--- src/rtl/aets_pkg.sv ---
package aets_pkg;

  localparam int MAX_BLOCK_FRAMES    = 65536;
  localparam int CNT_W               = $clog2(MAX_BLOCK_FRAMES + 1);
  localparam int RATE_W              = 18;
  localparam int THR_W               = 16;
  localparam int LEVEL_W             = 17;
  localparam int POS_W               = 48;
  localparam int LEN_W               = 49;
  localparam int RUN_W               = 32;
  localparam int LIM_W               = 23;
  localparam int CFG_IDX_W           = 2;
  localparam int CFG_DATA_W          = 18;

  localparam int DEFAULT_RATE        = 44100;
  localparam int SETTLE_SECONDS      = 4;
  localparam int SILENCE_SECONDS     = 5;
  localparam int NEVER_HEARD_SECONDS = 25;
  localparam int RESET_THRESHOLD     = 80;

  localparam logic [CFG_IDX_W-1:0] REG_SAMPLE_RATE     = 2'd0;
  localparam logic [CFG_IDX_W-1:0] REG_WATCH_ENABLE    = 2'd1;
  localparam logic [CFG_IDX_W-1:0] REG_LEVEL_THRESHOLD = 2'd2;

  localparam logic CMD_FRAME = 1'b0;
  localparam logic CMD_SEEK  = 1'b1;

  typedef logic signed [15:0]     sample_t;
  typedef logic [POS_W-1:0]       pos_t;
  typedef logic [LEN_W-1:0]       len_t;
  typedef logic [CNT_W-1:0]       cnt_t;
  typedef logic [LEVEL_W-1:0]     level_t;
  typedef logic [THR_W-1:0]       thr_t;
  typedef logic [RUN_W-1:0]       run_t;
  typedef logic [LIM_W-1:0]       lim_t;
  typedef logic [RATE_W-1:0]      rate_t;
  typedef logic [CFG_IDX_W-1:0]   cfg_idx_t;
  typedef logic [CFG_DATA_W-1:0]  cfg_data_t;

endpackage

--- src/rtl/aets_if.sv ---
interface aets_in_if;
  logic                valid;
  logic                ready;
  logic                command;
  aets_pkg::sample_t   left_sample;
  aets_pkg::sample_t   right_sample;
  logic                block_last;
  aets_pkg::pos_t      position;

  modport source (output valid, command, left_sample, right_sample, block_last, position,
                  input ready);
  modport sink   (input valid, command, left_sample, right_sample, block_last, position,
                  output ready);
endinterface

interface aets_out_if;
  logic            valid;
  logic            ready;
  logic            track_ended;
  logic            heard_sound;
  aets_pkg::len_t  track_length;

  modport source (output valid, track_ended, heard_sound, track_length, input ready);
  modport sink   (input valid, track_ended, heard_sound, track_length, output ready);
endinterface

interface aets_cfg_if;
  logic                 valid;
  logic                 ready;
  aets_pkg::cfg_idx_t   index;
  aets_pkg::cfg_data_t  data;

  modport source (output valid, index, data, input ready);
  modport sink   (input valid, index, data, output ready);
endinterface

--- src/rtl/audio_end_of_track_silence_detector_unit.sv ---
// End-of-track silence detector for a stereo 16-bit frame stream.
// in_ch carries one frame or one seek command per beat; the last frame of a
// block raises block_last and carries the block start position.
// out_ch returns exactly one result beat per input beat: the sticky end flag,
// the heard flag and the latched track length (zero until the track ends).
// cfg_ch writes sample_rate, watch_enable and level_threshold; it is always
// ready and should only be used while no beat is in flight.
// A beat accepted at one edge is offered on out_ch right after that edge.
// Throughput is one beat per cycle while out_ch takes each result, set by the
// single register stage that holds the result.
// When the receiver stalls, the pending result holds and in_ch stays ready
// only in a cycle where that result is taken, so no beat is lost.
// Synchronous active-low reset clears all counters and flags, empties the
// result register and restores the register defaults (44100 frames per
// second, watch enabled, threshold 80).
module audio_end_of_track_silence_detector_unit (
  input  logic  clk,
  input  logic  rst_n,
  aets_in_if.sink     in_ch,
  aets_out_if.source  out_ch,
  aets_cfg_if.sink    cfg_ch
);
  import aets_pkg::*;

  logic   watch_r;
  thr_t   thr_r;
  lim_t   settle_lim_r;
  lim_t   silence_lim_r;
  lim_t   never_lim_r;
  rate_t  rate_eff;

  run_t   total_r, total_nxt;
  run_t   silent_r, silent_nxt;
  logic   heard_r, heard_nxt;
  logic   ended_r, ended_nxt;
  level_t peak_r, peak_nxt;
  cnt_t   count_r, count_nxt;
  len_t   latch_r, latch_nxt;

  logic   out_valid_r;
  logic   out_ended_r;
  logic   out_heard_r;
  len_t   out_length_r;

  logic   accept;
  level_t abs_l, abs_r, frame_level, peak_upd;
  cnt_t   count_upd;
  logic [RUN_W:0] sum_total, sum_silent;
  run_t   total_sat, silent_sat;
  len_t   len_raw, len_fix;

  assign cfg_ch.ready = 1'b1;
  assign rate_eff = (cfg_ch.data == '0) ? RATE_W'(DEFAULT_RATE) : cfg_ch.data;

  always_ff @(posedge clk) begin
    if (!rst_n) begin
      watch_r       <= 1'b1;
      thr_r         <= THR_W'(RESET_THRESHOLD);
      settle_lim_r  <= LIM_W'(DEFAULT_RATE * SETTLE_SECONDS);
      silence_lim_r <= LIM_W'(DEFAULT_RATE * SILENCE_SECONDS);
      never_lim_r   <= LIM_W'(DEFAULT_RATE * NEVER_HEARD_SECONDS);
    end else if (cfg_ch.valid) begin
      case (cfg_ch.index)
        REG_SAMPLE_RATE: begin
          settle_lim_r  <= LIM_W'(LIM_W'(rate_eff) * LIM_W'(SETTLE_SECONDS));
          silence_lim_r <= LIM_W'(LIM_W'(rate_eff) * LIM_W'(SILENCE_SECONDS));
          never_lim_r   <= LIM_W'(LIM_W'(rate_eff) * LIM_W'(NEVER_HEARD_SECONDS));
        end
        REG_WATCH_ENABLE: begin
          watch_r <= cfg_ch.data[0];
        end
        REG_LEVEL_THRESHOLD: begin
          thr_r <= cfg_ch.data[THR_W-1:0];
        end
        default: begin
        end
      endcase
    end
  end

  assign in_ch.ready = !out_valid_r || out_ch.ready;
  assign accept      = in_ch.valid && in_ch.ready;

  assign abs_l = in_ch.left_sample[15] ? (LEVEL_W'(17'h10000) - {1'b0, in_ch.left_sample})
                                       : {1'b0, in_ch.left_sample};
  assign abs_r = in_ch.right_sample[15] ? (LEVEL_W'(17'h10000) - {1'b0, in_ch.right_sample})
                                        : {1'b0, in_ch.right_sample};
  assign frame_level = (abs_l > abs_r) ? abs_l : abs_r;
  assign peak_upd    = (frame_level > peak_r) ? frame_level : peak_r;
  assign count_upd   = (count_r < CNT_W'(MAX_BLOCK_FRAMES)) ? count_r + 1'b1 : count_r;

  assign sum_total  = {1'b0, total_r} + (RUN_W + 1)'(count_upd);
  assign sum_silent = {1'b0, silent_r} + (RUN_W + 1)'(count_upd);
  assign total_sat  = sum_total[RUN_W] ? '1 : sum_total[RUN_W-1:0];
  assign silent_sat = sum_silent[RUN_W] ? '1 : sum_silent[RUN_W-1:0];

  assign len_raw = LEN_W'(in_ch.position) + LEN_W'(count_upd);
  assign len_fix = (len_raw == '0) ? LEN_W'(1) : len_raw;

  always_comb begin
    total_nxt  = total_r;
    silent_nxt = silent_r;
    heard_nxt  = heard_r;
    ended_nxt  = ended_r;
    peak_nxt   = peak_r;
    count_nxt  = count_r;
    latch_nxt  = latch_r;
    if (in_ch.command == CMD_SEEK) begin
      peak_nxt  = '0;
      count_nxt = '0;
      if (in_ch.position == '0 && !ended_r) begin
        total_nxt  = '0;
        silent_nxt = '0;
        heard_nxt  = 1'b0;
      end
    end else if (!in_ch.block_last) begin
      peak_nxt  = peak_upd;
      count_nxt = count_upd;
    end else begin
      peak_nxt  = '0;
      count_nxt = '0;
      if (watch_r && !ended_r) begin
        total_nxt = total_sat;
        if (peak_upd >= {1'b0, thr_r}) begin
          heard_nxt  = 1'b1;
          silent_nxt = '0;
        end else if (!heard_r) begin
          if (sum_total >= (RUN_W + 1)'(never_lim_r)) begin
            ended_nxt = 1'b1;
            latch_nxt = len_fix;
          end
        end else if (sum_total >= (RUN_W + 1)'(settle_lim_r)) begin
          silent_nxt = silent_sat;
          if (sum_silent >= (RUN_W + 1)'(silence_lim_r)) begin
            ended_nxt = 1'b1;
            latch_nxt = len_fix;
          end
        end
      end
    end
  end

  always_ff @(posedge clk) begin
    if (!rst_n) begin
      total_r     <= '0;
      silent_r    <= '0;
      heard_r     <= 1'b0;
      ended_r     <= 1'b0;
      peak_r      <= '0;
      count_r     <= '0;
      latch_r     <= '0;
      out_valid_r <= 1'b0;
    end else begin
      if (accept) begin
        total_r  <= total_nxt;
        silent_r <= silent_nxt;
        heard_r  <= heard_nxt;
        ended_r  <= ended_nxt;
        peak_r   <= peak_nxt;
        count_r  <= count_nxt;
        latch_r  <= latch_nxt;
      end
      if (accept) begin
        out_valid_r <= 1'b1;
      end else if (out_ch.ready) begin
        out_valid_r <= 1'b0;
      end
    end
  end

  always_ff @(posedge clk) begin
    if (accept) begin
      out_ended_r  <= ended_nxt;
      out_heard_r  <= heard_nxt;
      out_length_r <= ended_nxt ? latch_nxt : '0;
    end
  end

  assign out_ch.valid        = out_valid_r;
  assign out_ch.track_ended  = out_ended_r;
  assign out_ch.heard_sound  = out_heard_r;
  assign out_ch.track_length = out_length_r;

  a_ended_sticky: assert property (@(posedge clk) disable iff (!rst_n)
    ended_r |=> ended_r)
    else $error("end flag dropped after the track ended");

  a_accept_gives_result: assert property (@(posedge clk) disable iff (!rst_n)
    accept |=> out_valid_r)
    else $error("accepted beat produced no result");

  a_length_when_ended: assert property (@(posedge clk) disable iff (!rst_n)
    (out_ch.valid && out_ch.track_ended) |-> (out_ch.track_length != '0))
    else $error("ended track reports zero length");

  a_length_zero_running: assert property (@(posedge clk) disable iff (!rst_n)
    (out_ch.valid && !out_ch.track_ended) |-> (out_ch.track_length == '0))
    else $error("running track reports a length");

endmodule
--- src/flat_wrapper.sv ---
// flat-port wrapper written by rule: the top's interface ports become plain ports
module audio_end_of_track_silence_detector_unit_flat import aets_pkg::*;
  (clk, rst_n, in_ch_valid, in_ch_command, in_ch_left_sample, in_ch_right_sample, in_ch_block_last, in_ch_position, in_ch_ready, out_ch_valid, out_ch_track_ended, out_ch_heard_sound, out_ch_track_length, out_ch_ready, cfg_ch_valid, cfg_ch_index, cfg_ch_data, cfg_ch_ready);
  aets_in_if in_ch_i ();
  aets_out_if out_ch_i ();
  aets_cfg_if cfg_ch_i ();
  input  logic clk;
  input  logic rst_n;
  input wire logic [$bits(in_ch_i.valid)-1:0] in_ch_valid;
  input wire logic [$bits(in_ch_i.command)-1:0] in_ch_command;
  input wire logic [$bits(in_ch_i.left_sample)-1:0] in_ch_left_sample;
  input wire logic [$bits(in_ch_i.right_sample)-1:0] in_ch_right_sample;
  input wire logic [$bits(in_ch_i.block_last)-1:0] in_ch_block_last;
  input wire logic [$bits(in_ch_i.position)-1:0] in_ch_position;
  output wire logic [$bits(in_ch_i.ready)-1:0] in_ch_ready;
  output wire logic [$bits(out_ch_i.valid)-1:0] out_ch_valid;
  output wire logic [$bits(out_ch_i.track_ended)-1:0] out_ch_track_ended;
  output wire logic [$bits(out_ch_i.heard_sound)-1:0] out_ch_heard_sound;
  output wire logic [$bits(out_ch_i.track_length)-1:0] out_ch_track_length;
  input wire logic [$bits(out_ch_i.ready)-1:0] out_ch_ready;
  input wire logic [$bits(cfg_ch_i.valid)-1:0] cfg_ch_valid;
  input wire logic [$bits(cfg_ch_i.index)-1:0] cfg_ch_index;
  input wire logic [$bits(cfg_ch_i.data)-1:0] cfg_ch_data;
  output wire logic [$bits(cfg_ch_i.ready)-1:0] cfg_ch_ready;
  assign in_ch_i.valid = in_ch_valid;
  assign in_ch_i.command = in_ch_command;
  assign in_ch_i.left_sample = in_ch_left_sample;
  assign in_ch_i.right_sample = in_ch_right_sample;
  assign in_ch_i.block_last = in_ch_block_last;
  assign in_ch_i.position = in_ch_position;
  assign in_ch_ready = in_ch_i.ready;
  assign out_ch_valid = out_ch_i.valid;
  assign out_ch_track_ended = out_ch_i.track_ended;
  assign out_ch_heard_sound = out_ch_i.heard_sound;
  assign out_ch_track_length = out_ch_i.track_length;
  assign out_ch_i.ready = out_ch_ready;
  assign cfg_ch_i.valid = cfg_ch_valid;
  assign cfg_ch_i.index = cfg_ch_index;
  assign cfg_ch_i.data = cfg_ch_data;
  assign cfg_ch_ready = cfg_ch_i.ready;
  audio_end_of_track_silence_detector_unit u_core (.clk(clk), .rst_n(rst_n), .in_ch(in_ch_i), .out_ch(out_ch_i), .cfg_ch(cfg_ch_i));
endmodule
--- config.mk ---
export PLATFORM = sky130hd
export DESIGN_NAME = audio_end_of_track_silence_detector_unit_flat
export DESIGN_NICKNAME = d
export VERILOG_FILES = /design/src/rtl/aets_pkg.sv /design/src/rtl/aets_if.sv /design/src/rtl/audio_end_of_track_silence_detector_unit.sv /design/src/flat_wrapper.sv
export SDC_FILE = /design/constraint.sdc
export NUM_CORES = 1
export LEC_CHECK = 0
export ABC_AREA = 1
export BUFFER_PORTS_ARGS = -buffer_cell sky130_fd_sc_hd__buf_2
export CAP_MARGIN = 20
export CORE_MARGIN = 5
export CORE_UTILIZATION = 45
export CTS_CLUSTER_SIZE = 20
export DETAILED_ROUTE_END_ITERATION = 16
export PLACE_DENSITY = 0.69
export SLEW_MARGIN = 20
export SYNTH_ARGS = -nofsm -noshare
export SYNTH_HDL_FRONTEND = slang
export SYNTH_SLANG_ARGS = --single-unit
--- constraint.sdc ---
create_clock -name clk -period 18.75 [get_ports clk]
set_clock_uncertainty 0.1 [all_clocks]
set_input_delay 3.75 -clock clk [delete_from_list [all_inputs] [get_ports clk]]
set_output_delay 3.75 -clock clk [all_outputs]
set_load 0.01 [all_outputs]
==> impl_metrics.csv, run 1 <==
group,metric,value,unit
run_status,outcome,"completed",
finish,final_cell_mix,"sky130_fd_sc_hd__nand2_1 (1014), sky130_fd_sc_hd__inv_1 (562), sky130_fd_sc_hd__nor2_1 (421)",
timing,finalSetupTns,0,ps
power,cell_internal_pwr,1.25,mW
finish,filler_cell_count,5461,
logic_synthesis,ys_top_cells_by_area,"sky130_fd_sc_hd__dfxtp_1 (19%), sky130_fd_sc_hd__nand2_1 (16%), sky130_fd_sc_hd__ha_1 (13%), sky130_fd_sc_hd__inv_1 (8.8%), sky130_fd_sc_hd__nor2_1 (6.6%)",
cts,post_cts_buffers,0,
worst_setup_path,reg2reg_from,"u_core.count_r[16]",
power,power_leakage,13.7,nW
floorplanning,placement_rows,84,
finish,fin_util,0.505,
floorplanning,die_h,241,um
finish,layout.cells.most_common,"sky130_fd_sc_hd__nand2_1",
placed_design,globalplace.congestion,0.977,
timing,max_slew_margin,0.256,
timing,layout_worst_path_cycle_share,0.650,
worst_setup_path,startpoint,"in_ch_left_sample[0]",
logic_synthesis,synth-edff-count,51,
cts,htree_levels,2,
timing,hold_viol,0,
hold_path,hold_path_class,"flip-flop to flip-flop",
worst_setup_path,crit_path_max_fanout,51,
worst_setup_path,worst-setup-path-type,"input pin to flip-flop",
timing,tightest_slew,1110,ps
cts,clk_pin_slew_worst_paths,60,ps
cts,cts_made_buffers,35,
cts,worst_skew_pair.late_latency,550,ps
power,power.share.sequential,0.354,
logic_synthesis,synth.cell_area,24100,um^2
finish,post_route_cells_drive_above_1_share,0.0669,
floorplanning,io-pin-count,161,
drt,per_cell_via_count_in_the_routed_design,5.19,
power,ir_worst_vdd,0.0625,mV
floorplanning,floorplan.die.width,241,um
worst_setup_path,critPathMaxStageDelay,870,ps
timing,slew_violations,0,
logic_synthesis,synth_cells,3805,
drt,post_drt_wl_per_cell,15.3,um
power,power.share.combinational,0.249,
cts,hold_buffers,0,
timing,setup_violations,0,
global_route,grt_use_total,0.235,
cts,clk_root_buffer_cell,"sky130_fd_sc_hd__clkbuf_16",
worst_setup_path,setup.worst_path.end_class,"flip-flop",
cts,tritoncts,"yes",
global_route,overflow,0,
drt,post-route-drc-count,0,
placed_design,dp_slack,6050,ps
logic_synthesis,yosysWarnings,0,
floorplanning,die-area,58300,um^2
finish,reg_area,6020,um^2
power,clock_share_of_power,0.397,
global_route,grt_first_pass_wirelength,112,mm
drt,drt_iter0_markers,1427,
timing,finalWorstPathRequiredPeriod,12190,ps
floorplanning,design.core.area,52800,um^2
power,p_total,1.83,mW
global_route,first_global_vias,21741,
drt,antenna_violating_nets_post_route,0,
global_route,initial_antenna_violation_count,2,
logic_synthesis,syn_avg_cell_area,6.33,um^2
logic_synthesis,synthDistinctLibCells,51,
logic_synthesis,post-synth-top-area-fraction,0.186,
placed_design,dp.final_hpwl,55.7,mm
power,power.net_switching,0.580,mW
logic_synthesis,synth_top_area_cell,"sky130_fd_sc_hd__dfxtp_1",
floorplanning,floorplan.initialDensity,0.457,
placed_design,buffer_ports.inserted,159,
worst_setup_path,startpoint_type,"input pin",
worst_setup_path,slowest_stage_cell_crit_path,"sky130_fd_sc_hd__nand2_2",
cts,post_cts_resized,0,
finish,area_used_by_multi_input_combinational_logic,15500,um^2
hold_path,worst_hold_startpoint,"u_core.peak_r[12]",
timing,setup_repair_after_global_routing_missed_its_margin,"false",
worst_setup_path,critPathArrivalTime,12350,ps
global_route,grt_max_degree,100,
drt,drt_pre_antenna_iters,5,
worst_setup_path,crit_required,18910,ps
cts,clock_sinks,275,
logic_synthesis,postSynth.topFlopCell,"sky130_fd_sc_hd__dfxtp_1",
drt,totalWireLength,70.6,mm
timing,final_critical_path_setup_slack,6560,ps
drt,num_vias,23968,
logic_synthesis,ys_async_sr_fraction,0,
timing,achievable-frequency,82.0,MHz
logic_synthesis,ys_seq_elements,275,
finish,area_growth,10.7,%
cts,cts-root-to-sink-buffers,3,
logic_synthesis,synth_seq_area_share,0.250,
run,cap_violations,0,
power,p_per_area,68.8,nW/um^2
finish,fin_nets,4287,
worst_setup_path,path_common_cell,"sky130_fd_sc_hd__nand2_1",
power,fraction_of_power_spent_switching_nets,0.316,
==> cell type report <==
cell class	instances	area share
antenna	3	0.000282
clock buffer	48	0.0366
clock inverter	14	0.00995
inverter	576	0.0813
multi-input combinational	2844	0.580
sequential	275	0.226
tap	688	0.0323
timing repair buffer	174	0.0341
==> critical path, delay by kind of cell <==
kind	cells	cell delay, ps
compound gates	10	1220
xor+xnor	1	210
fa+ha+maj	4	1090
buf+inv	8	2160
simple gates	20	3780
==> cell usage after synthesis (all sizes together) (2+ instances only) <==
cell,count
edfxtp,51
o211ai,23
nand3,247
a21oi,310
clkbuf,79
o21ai,199
nor3b,2
a21o,6
dfxtp,224
xnor2,31
nand4,59
a31oi,18
and2,2
xor2,75
o31ai,5
clkinv,7
buf,33
and3,2
a31o,2
nand2,1019
a2111oi,2
or2,4
o21a,8
a211oi,3
nor4b,2
nor3,53
nand3b,26
o21bai,6
fa,17
nor2,435
nor4,20
conb,2
inv,569
a21boi,2
ha,257
==> power by group through the flow <==
stage	Combinational, mW	Clock (mW)	Sequential [mW]
detailed placement	0.451	0	0.661
finish	0.456	0.728	0.649
CTS	0.454	0.744	0.649
floorplan	0.332	0	0.661
global placement	0.446	0	0.661
global route	0.525	0.767	0.652
==> through the flow <==
stage          instances  hold WS [ps]  cell area [um^2]
2_1_floorplan       3807           335             24100
3_3_place_gp        4557           353             25400
3_5_place_dp        4557           357             25400
4_1_cts             4619           365             26700
5_1_grt             4621           385             26700
6_report            4622           365             26700
==> flip-flops by register name, indices dropped and copies added (netlist names) <==
signal / count
u_core.count_r: 17
u_core.ended_r: 1
u_core.heard_r: 1
u_core.latch_r: 49
u_core.never_lim_r: 23
u_core.out_ch.heard_sound: 1
u_core.out_ch.track_ended: 1
u_core.out_ch.track_length: 49
u_core.out_ch.valid: 1
u_core.peak_r: 17
u_core.settle_lim_r: 15
u_core.silence_lim_r: 19
u_core.silent_r: 32
u_core.thr_r: 16
u_core.total_r: 32
u_core.watch_r: 1
==> layer usage <==
| layer | up-vias | wire [um] | global-route usage |
|---|---|---|---|
| met5 | - | 0 | 0 |
| met4 | 0 | 2540 | 0.0839 |
| met3 | 130 | 3970 | 0.0264 |
| met2 | 639 | 31900 | 0.390 |
| met1 | 10674 | 32200 | 0.317 |
| li1 | 12525 | - | - |
==> cell families after synthesis <==
family,count (synthesis),synth area share
and+or+nand+nor,1871,0.324
other,2,0.000312
AOI/OAI and AO/OA,589,0.131
xor gates and xnor gates,106,0.0385
DFF,275,0.250
buffers and inverters,688,0.110
adders and majority gates,274,0.148
==> worst paths after layout <==
path	endpoint	slack, ps	depth (start not counted)
worst max-delay path	u_core.out_ch.track_length[8]	6560	43
worst min-delay path	u_core.peak_r[12]	360	2
worst max register to register	u_core.out_ch.track_length[8]	10470	35
worst min register to register	u_core.peak_r[12]	360	2
Note: power is estimated with default switching activity, not from simulation.
==> run 2: changes to the inputs <==
==> constraint.sdc (replaced) <==
create_clock -name clk -period 12.45 [get_ports clk]
set_clock_uncertainty 0.1 [all_clocks]
set_input_delay 2.49 -clock clk [delete_from_list [all_inputs] [get_ports clk]]
set_output_delay 2.49 -clock clk [all_outputs]
set_load 0.01 [all_outputs]
==> run 2 against run 1 <==
Via count increased by 0.48%. Worst hold slack improved by 1.8 ps. Die area unchanged. Global-route usage increased by 0.34 points.
==> impl_metrics.csv, run 2 (synthesis results as in run 1) <==
group,metric,value,unit
timing,finalSetupTns,0,ps
timing,final.hold.worst_slack,366,ps
cts,clk_root_buffer_cell,"sky130_fd_sc_hd__clkbuf_16",
worst_setup_path,path_common_cell,"sky130_fd_sc_hd__nand2_1",
floorplanning,die-area,58300,um^2
power,p_per_area,103,nW/um^2
cts,tritoncts,"yes",
timing,final_critical_path_setup_slack,2160,ps
worst_setup_path,startpoint_type,"input pin",
cts,hold_buffers,0,
floorplanning,die_h,241,um
run_status,outcome,"completed",
drt,post_drt_wl_per_cell,15.5,um
floorplanning,floorplan.initialDensity,0.457,
drt,drt_pre_antenna_iters,6,
timing,setup_violations,0,
floorplanning,design.core.area,52800,um^2
floorplanning,floorplan.die.width,241,um
cts,worst_skew_pair.late_latency,560,ps
finish,filler_cell_count,5485,
power,power_leakage,13.7,nW
worst_setup_path,slowest_stage_cell_crit_path,"sky130_fd_sc_hd__inv_1",
worst_setup_path,setup.worst_path.end_class,"flip-flop",
power,power.net_switching,0.899,mW
worst_setup_path,critPathMaxStageDelay,570,ps
worst_setup_path,worst-setup-path-type,"input pin to flip-flop",
finish,area_growth,10.6,%
finish,layout.cells.most_common,"sky130_fd_sc_hd__nand2_1",
cts,cts_made_buffers,36,
finish,final_cell_mix,"sky130_fd_sc_hd__nand2_1 (1014), sky130_fd_sc_hd__inv_1 (562), sky130_fd_sc_hd__nor2_1 (421)",
floorplanning,io-pin-count,161,
global_route,grt_use_total,0.238,
timing,achievable-frequency,97.1,MHz
timing,setup_repair_after_global_routing_missed_its_margin,"false",
worst_setup_path,regToRegSetupSlack,4940,ps
drt,antenna_violating_nets_post_route,0,
floorplanning,placement_rows,84,
drt,totalWireLength,71.5,mm
drt,num_vias,24082,
power,cell_internal_pwr,1.83,mW
cts,htree_levels,2,
hold_path,hold_path_class,"flip-flop to flip-flop",
global_route,first_global_vias,22077,
timing,tightest_slew,1060,ps
cts,post_cts_resized,0,
power,clock_share_of_power,0.390,
power,fraction_of_power_spent_switching_nets,0.329,
power,ir_worst_vdd,0.0912,mV
cts,post_cts_buffers,0,
placed_design,buffer_ports.inserted,159,
cts,clk_pin_slew_worst_paths,50,ps
run,cap_violations,0,
power,power.share.sequential,0.358,
worst_setup_path,crit_required,12820,ps
power,power.share.combinational,0.253,
cts,cts-root-to-sink-buffers,3,
drt,drt_iter0_markers,1507,
timing,max_slew_margin,0.293,
timing,hold_viol,0,
worst_setup_path,critPathArrivalTime,10660,ps
global_route,grt_first_pass_wirelength,114,mm
global_route,overflow,0,
timing,layout_worst_path_cycle_share,0.827,
placed_design,dp.final_hpwl,56.5,mm
drt,per_cell_via_count_in_the_routed_design,5.20,
drt,post-route-drc-count,0,
worst_setup_path,crit_path_max_fanout,45,
finish,fin_nets,4290,
timing,finalWorstPathRequiredPeriod,10290,ps
global_route,grt_max_degree,103,
placed_design,dp_slack,1750,ps
global_route,initial_antenna_violation_count,4,
finish,post_route_cells_drive_above_1_share,0.0691,
placed_design,globalplace.congestion,0.977,
timing,slew_violations,0,
cts,clock_sinks,275,
-- run 2: cell count changes in the layout (fill, tap and decap cells not counted), sizes merged --
| cell | before | now |
|---|---|---|
| bufinv | 7 | 3 |
| clkinv | 12 | 16 |
| clkinvlp | 1 | 5 |
| buf | 174 | 176 |
| clkbuf | 48 | 47 |
| diode | 3 | 2 |
| inv | 570 | 571 |
-- run 2: final cells by class --
cell class / instances / area, um^2 / share of cell area
Clock buffer: 47 / 1010 / 0.0380
Multi-Input combinational cell: 2844 / 15500 / 0.580
Timing Repair Buffer: 176 / 923 / 0.0347
Antenna cell: 2 / 5.00 / 0.000188
Sequential cell: 275 / 6020 / 0.226
Tap cell: 688 / 861 / 0.0323
Clock inverter: 19 / 200 / 0.00751
Inverter: 576 / 2170 / 0.0813
-- run 2: metrics by stage --
step	instances	area (um^2)	total power, mW	utilization
2_1_floorplan	3807	24100	1.49	-
3_3_place_gp	4559	25400	1.67	0.482
3_5_place_dp	4559	25400	1.68	0.482
4_1_cts	4625	26600	2.76	0.505
5_1_grt	4627	26600	2.90	0.505
6_report	4627	26600	2.73	0.505
-- run 2: path summary, 6_finish.rpt --
path / cells after the start / endpoint / startpoint
max: 44 / u_core.silent_r[16] / in_ch_left_sample[0]
min: 2 / u_core.silence_lim_r[17] / u_core.silence_lim_r[17]
max reg2reg: 35 / u_core.out_ch.track_length[8] / u_core.count_r[16]
min reg2reg: 2 / u_core.silence_lim_r[17] / u_core.silence_lim_r[17]
-- run 2: per-layer routing --
metal / routed length, um / vias to the layer above / global-route usage
met1: 32700 / 10804 / 0.320
met2: 32500 / 646 / 0.399
met3: 3920 / 124 / 0.0286
met5: 36 / - / 0
met4: 2320 / 2 / 0.0783
li1: - / 12506 / -
-- run 2: worst max-delay path, delay by kind of cell --
kind / cells / cell delay (ps)
fa+ha+maj: 4 / 1100
simple gates: 22 / 3170
xor+xnor: 1 / 210
buf+inv: 9 / 2520
compound gates: 8 / 1120
-- run 2: power groups by stage --
stage | logic (mW) | clock network, mW | registers, mW
floorplan | 0.500 | 0 | 0.995
global placement | 0.675 | 0 | 0.995
detailed placement | 0.684 | 0 | 0.996
CTS | 0.689 | 1.09 | 0.977
global route | 0.792 | 1.13 | 0.982
finish | 0.691 | 1.07 | 0.978
==> run 3: changes to the inputs <==
==> constraint.sdc (replaced) <==
create_clock -name clk -period 9.6 [get_ports clk]
set_clock_uncertainty 0.1 [all_clocks]
set_input_delay 1.92 -clock clk [delete_from_list [all_inputs] [get_ports clk]]
set_output_delay 1.92 -clock clk [all_outputs]
set_load 0.01 [all_outputs]
==> run 3 against run 2 <==
Combinational power rose by 31%. Highest routed layer is now met4. Sequential power rose by 30%. Cell count barely moved. Core utilization fell by 0.14 points. Global-route usage rose by 0.080 points. Critical endpoint is now u_core.latch_r[34]. Clock power rose by 19%. Largest power group is now registers. First-iteration DRC count rose by 17%.
==> impl_metrics.csv, run 3 (synthesis results as in run 1) <==
group,metric,value,unit
worst_setup_path,crit_path_max_fanout,42,
finish,final_area,26600,um^2
power,power_leakage,13.7,nW
worst_setup_path,crit_required,9940,ps
hold_path,hold_path_class,"flip-flop to flip-flop",
floorplanning,placement_rows,84,
run,cap_violations,0,
worst_setup_path,critPathMaxStageDelay,360,ps
worst_setup_path,slowest_stage_cell_crit_path,"sky130_fd_sc_hd__clkbuf_8",
finish,area_growth,10.3,%
drt,drt_pre_antenna_iters,6,
power,power.share.combinational,0.263,
global_route,grt_first_pass_wirelength,114,mm
power,clock_share_of_power,0.369,
drt,per_cell_via_count_in_the_routed_design,5.20,
cts,cts_made_buffers,34,
floorplanning,floorplan.initialDensity,0.457,
placed_design,dp.final_hpwl,56.2,mm
drt,drt_iter0_markers,1760,
finish,fin_nets,4293,
timing,finalWorstPathRequiredPeriod,8820,ps
cts,cts-root-to-sink-buffers,3,
floorplanning,io-pin-count,161,
finish,layout.cells.most_common,"sky130_fd_sc_hd__nand2_1",
timing,setup_violations,0,
placed_design,placement.cell_area,25500,um^2
drt,antenna_violating_nets_post_route,0,
power,ir_worst_vdd,0.114,mV
finish,post_route_cells_drive_above_1_share,0.0671,
timing,achievable-frequency,113,MHz
power,fraction_of_power_spent_switching_nets,0.328,
global_route,initial_antenna_violation_count,1,
power,p_per_area,130,nW/um^2
floorplanning,die_h,241,um
drt,totalWireLength,71.3,mm
timing,slew_violations,0,
worst_setup_path,critPathArrivalTime,9160,ps
cts,hold_buffers,0,
cts,htree_levels,2,
timing,max_slew_margin,0.262,
placed_design,globalplace.congestion,0.967,
run_status,outcome,"completed",
timing,hold_viol,0,
cts,tritoncts,"yes",
timing,layout_worst_path_cycle_share,0.919,
worst_setup_path,worst-setup-path-type,"input pin to flip-flop",
timing,tightest_slew,1110,ps
cts,clk_pin_slew_worst_paths,60,ps
global_route,overflow,0,
global_route,first_global_vias,22380,
finish,final_cell_mix,"sky130_fd_sc_hd__nand2_1 (1014), sky130_fd_sc_hd__inv_1 (561), sky130_fd_sc_hd__nor2_1 (421)",
power,p_total,3.45,mW
drt,post_drt_wl_per_cell,15.4,um
cts,worst_skew_pair.late_latency,540,ps
power,cell_internal_pwr,2.32,mW
power,power.share.sequential,0.368,
cts,clock_sinks,275,
floorplanning,floorplan.die.width,241,um
floorplanning,design.core.area,52800,um^2
cts,clk_root_buffer_cell,"sky130_fd_sc_hd__clkbuf_16",
power,power.net_switching,1.13,mW
timing,finalSetupTns,0,ps
placed_design,buffer_ports.inserted,159,
drt,num_vias,24056,
global_route,grt_use_total,0.239,
drt,post-route-drc-count,0,
worst_setup_path,startpoint_type,"input pin",
global_route,grt_max_degree,106,
worst_setup_path,path_common_cell,"sky130_fd_sc_hd__nand2_1",
worst_setup_path,setup.worst_path.end_class,"flip-flop",
timing,final.hold.worst_slack,365,ps
floorplanning,die-area,58300,um^2
timing,setup_repair_after_global_routing_missed_its_margin,"false",
-- run 3: cell count changes in the layout (fill, tap and decap cells not counted) --
| cell | delta |
|---|---|
| sky130_fd_sc_hd__buf_12 | +1 |
| sky130_fd_sc_hd__clkinvlp_4 | -3 |
| sky130_fd_sc_hd__clkbuf_1 | +6 |
| sky130_fd_sc_hd__clkinv_4 | -3 |
| sky130_fd_sc_hd__buf_6 | +1 |
| sky130_fd_sc_hd__buf_4 | +1 |
| sky130_fd_sc_hd__inv_6 | -1 |
| sky130_fd_sc_hd__clkbuf_16 | -2 |
| sky130_fd_sc_hd__inv_1 | -1 |
| sky130_fd_sc_hd__clkbuf_8 | -2 |
| sky130_fd_sc_hd__clkinv_1 | +1 |
-- run 3: cell type report --
cell class	instances	area, um^2
multi-input combinational	2844	15500
timing repair inverter	1	7.51
fill	5440	26200
clock buffer	48	945
clock inverter	11	131
sequential	275	6020
timing repair buffer	180	976
inverter	576	2170
tap	688	861
antenna	2	5.00
-- run 3: layer usage --
| metal | vias up | global-route usage | part of all wire |
|---|---|---|---|
| li1 | 12524 | - | - |
| met1 | 10831 | 0.326 | 0.46 |
| met2 | 586 | 0.405 | 0.46 |
| met3 | 115 | 0.0233 | 0.054 |
| met4 | 0 | 0.0662 | 0.025 |
| met5 | - | 0 | 0 |
-- run 3: what timing repair did --
action,CTS,global route
gates resized for setup,0,5
setup endpoints to repair,0,88
setup buffers,0,0
-- run 3: critical path, delay by kind of cell --
kind            cells  cell delay (ps)
simple gates       18             2410
compound gates     14             2050
buf+inv             8             1450
fa+ha+maj           4             1030
xor+xnor            1              230
-- run 3: final timing paths --
kind | cells after the start | from | slack, ps | end
min | 2 | u_core.peak_r[6] | 360 | u_core.peak_r[6]
max | 45 | in_ch_left_sample[0] | 780 | u_core.latch_r[34]
min reg2reg | 2 | u_core.peak_r[6] | 360 | u_core.peak_r[6]
max reg2reg | 34 | u_core.count_r[16] | 2260 | u_core.latch_r[34]
-- run 3: power by group through the flow --
stage	Clock (mW)	Sequential (mW)	Combinational (mW)
after CTS	1.30	1.27	0.902
after floorplan	0	1.29	0.648
after global placement	0	1.29	0.886
after global routing	1.35	1.27	1.04
final	1.27	1.27	0.906
after detailed placement	0	1.29	0.894
-- run 3: stage by stage --
stage                     utilization  cells  worst slack (ps)
final                           0.504   4625               775
after global routing            0.504   4624              39.6
after CTS                       0.503   4622               766
after detailed placement        0.483   4563               215
after global placement          0.483   4563               374
after floorplan                     -   3807              1660
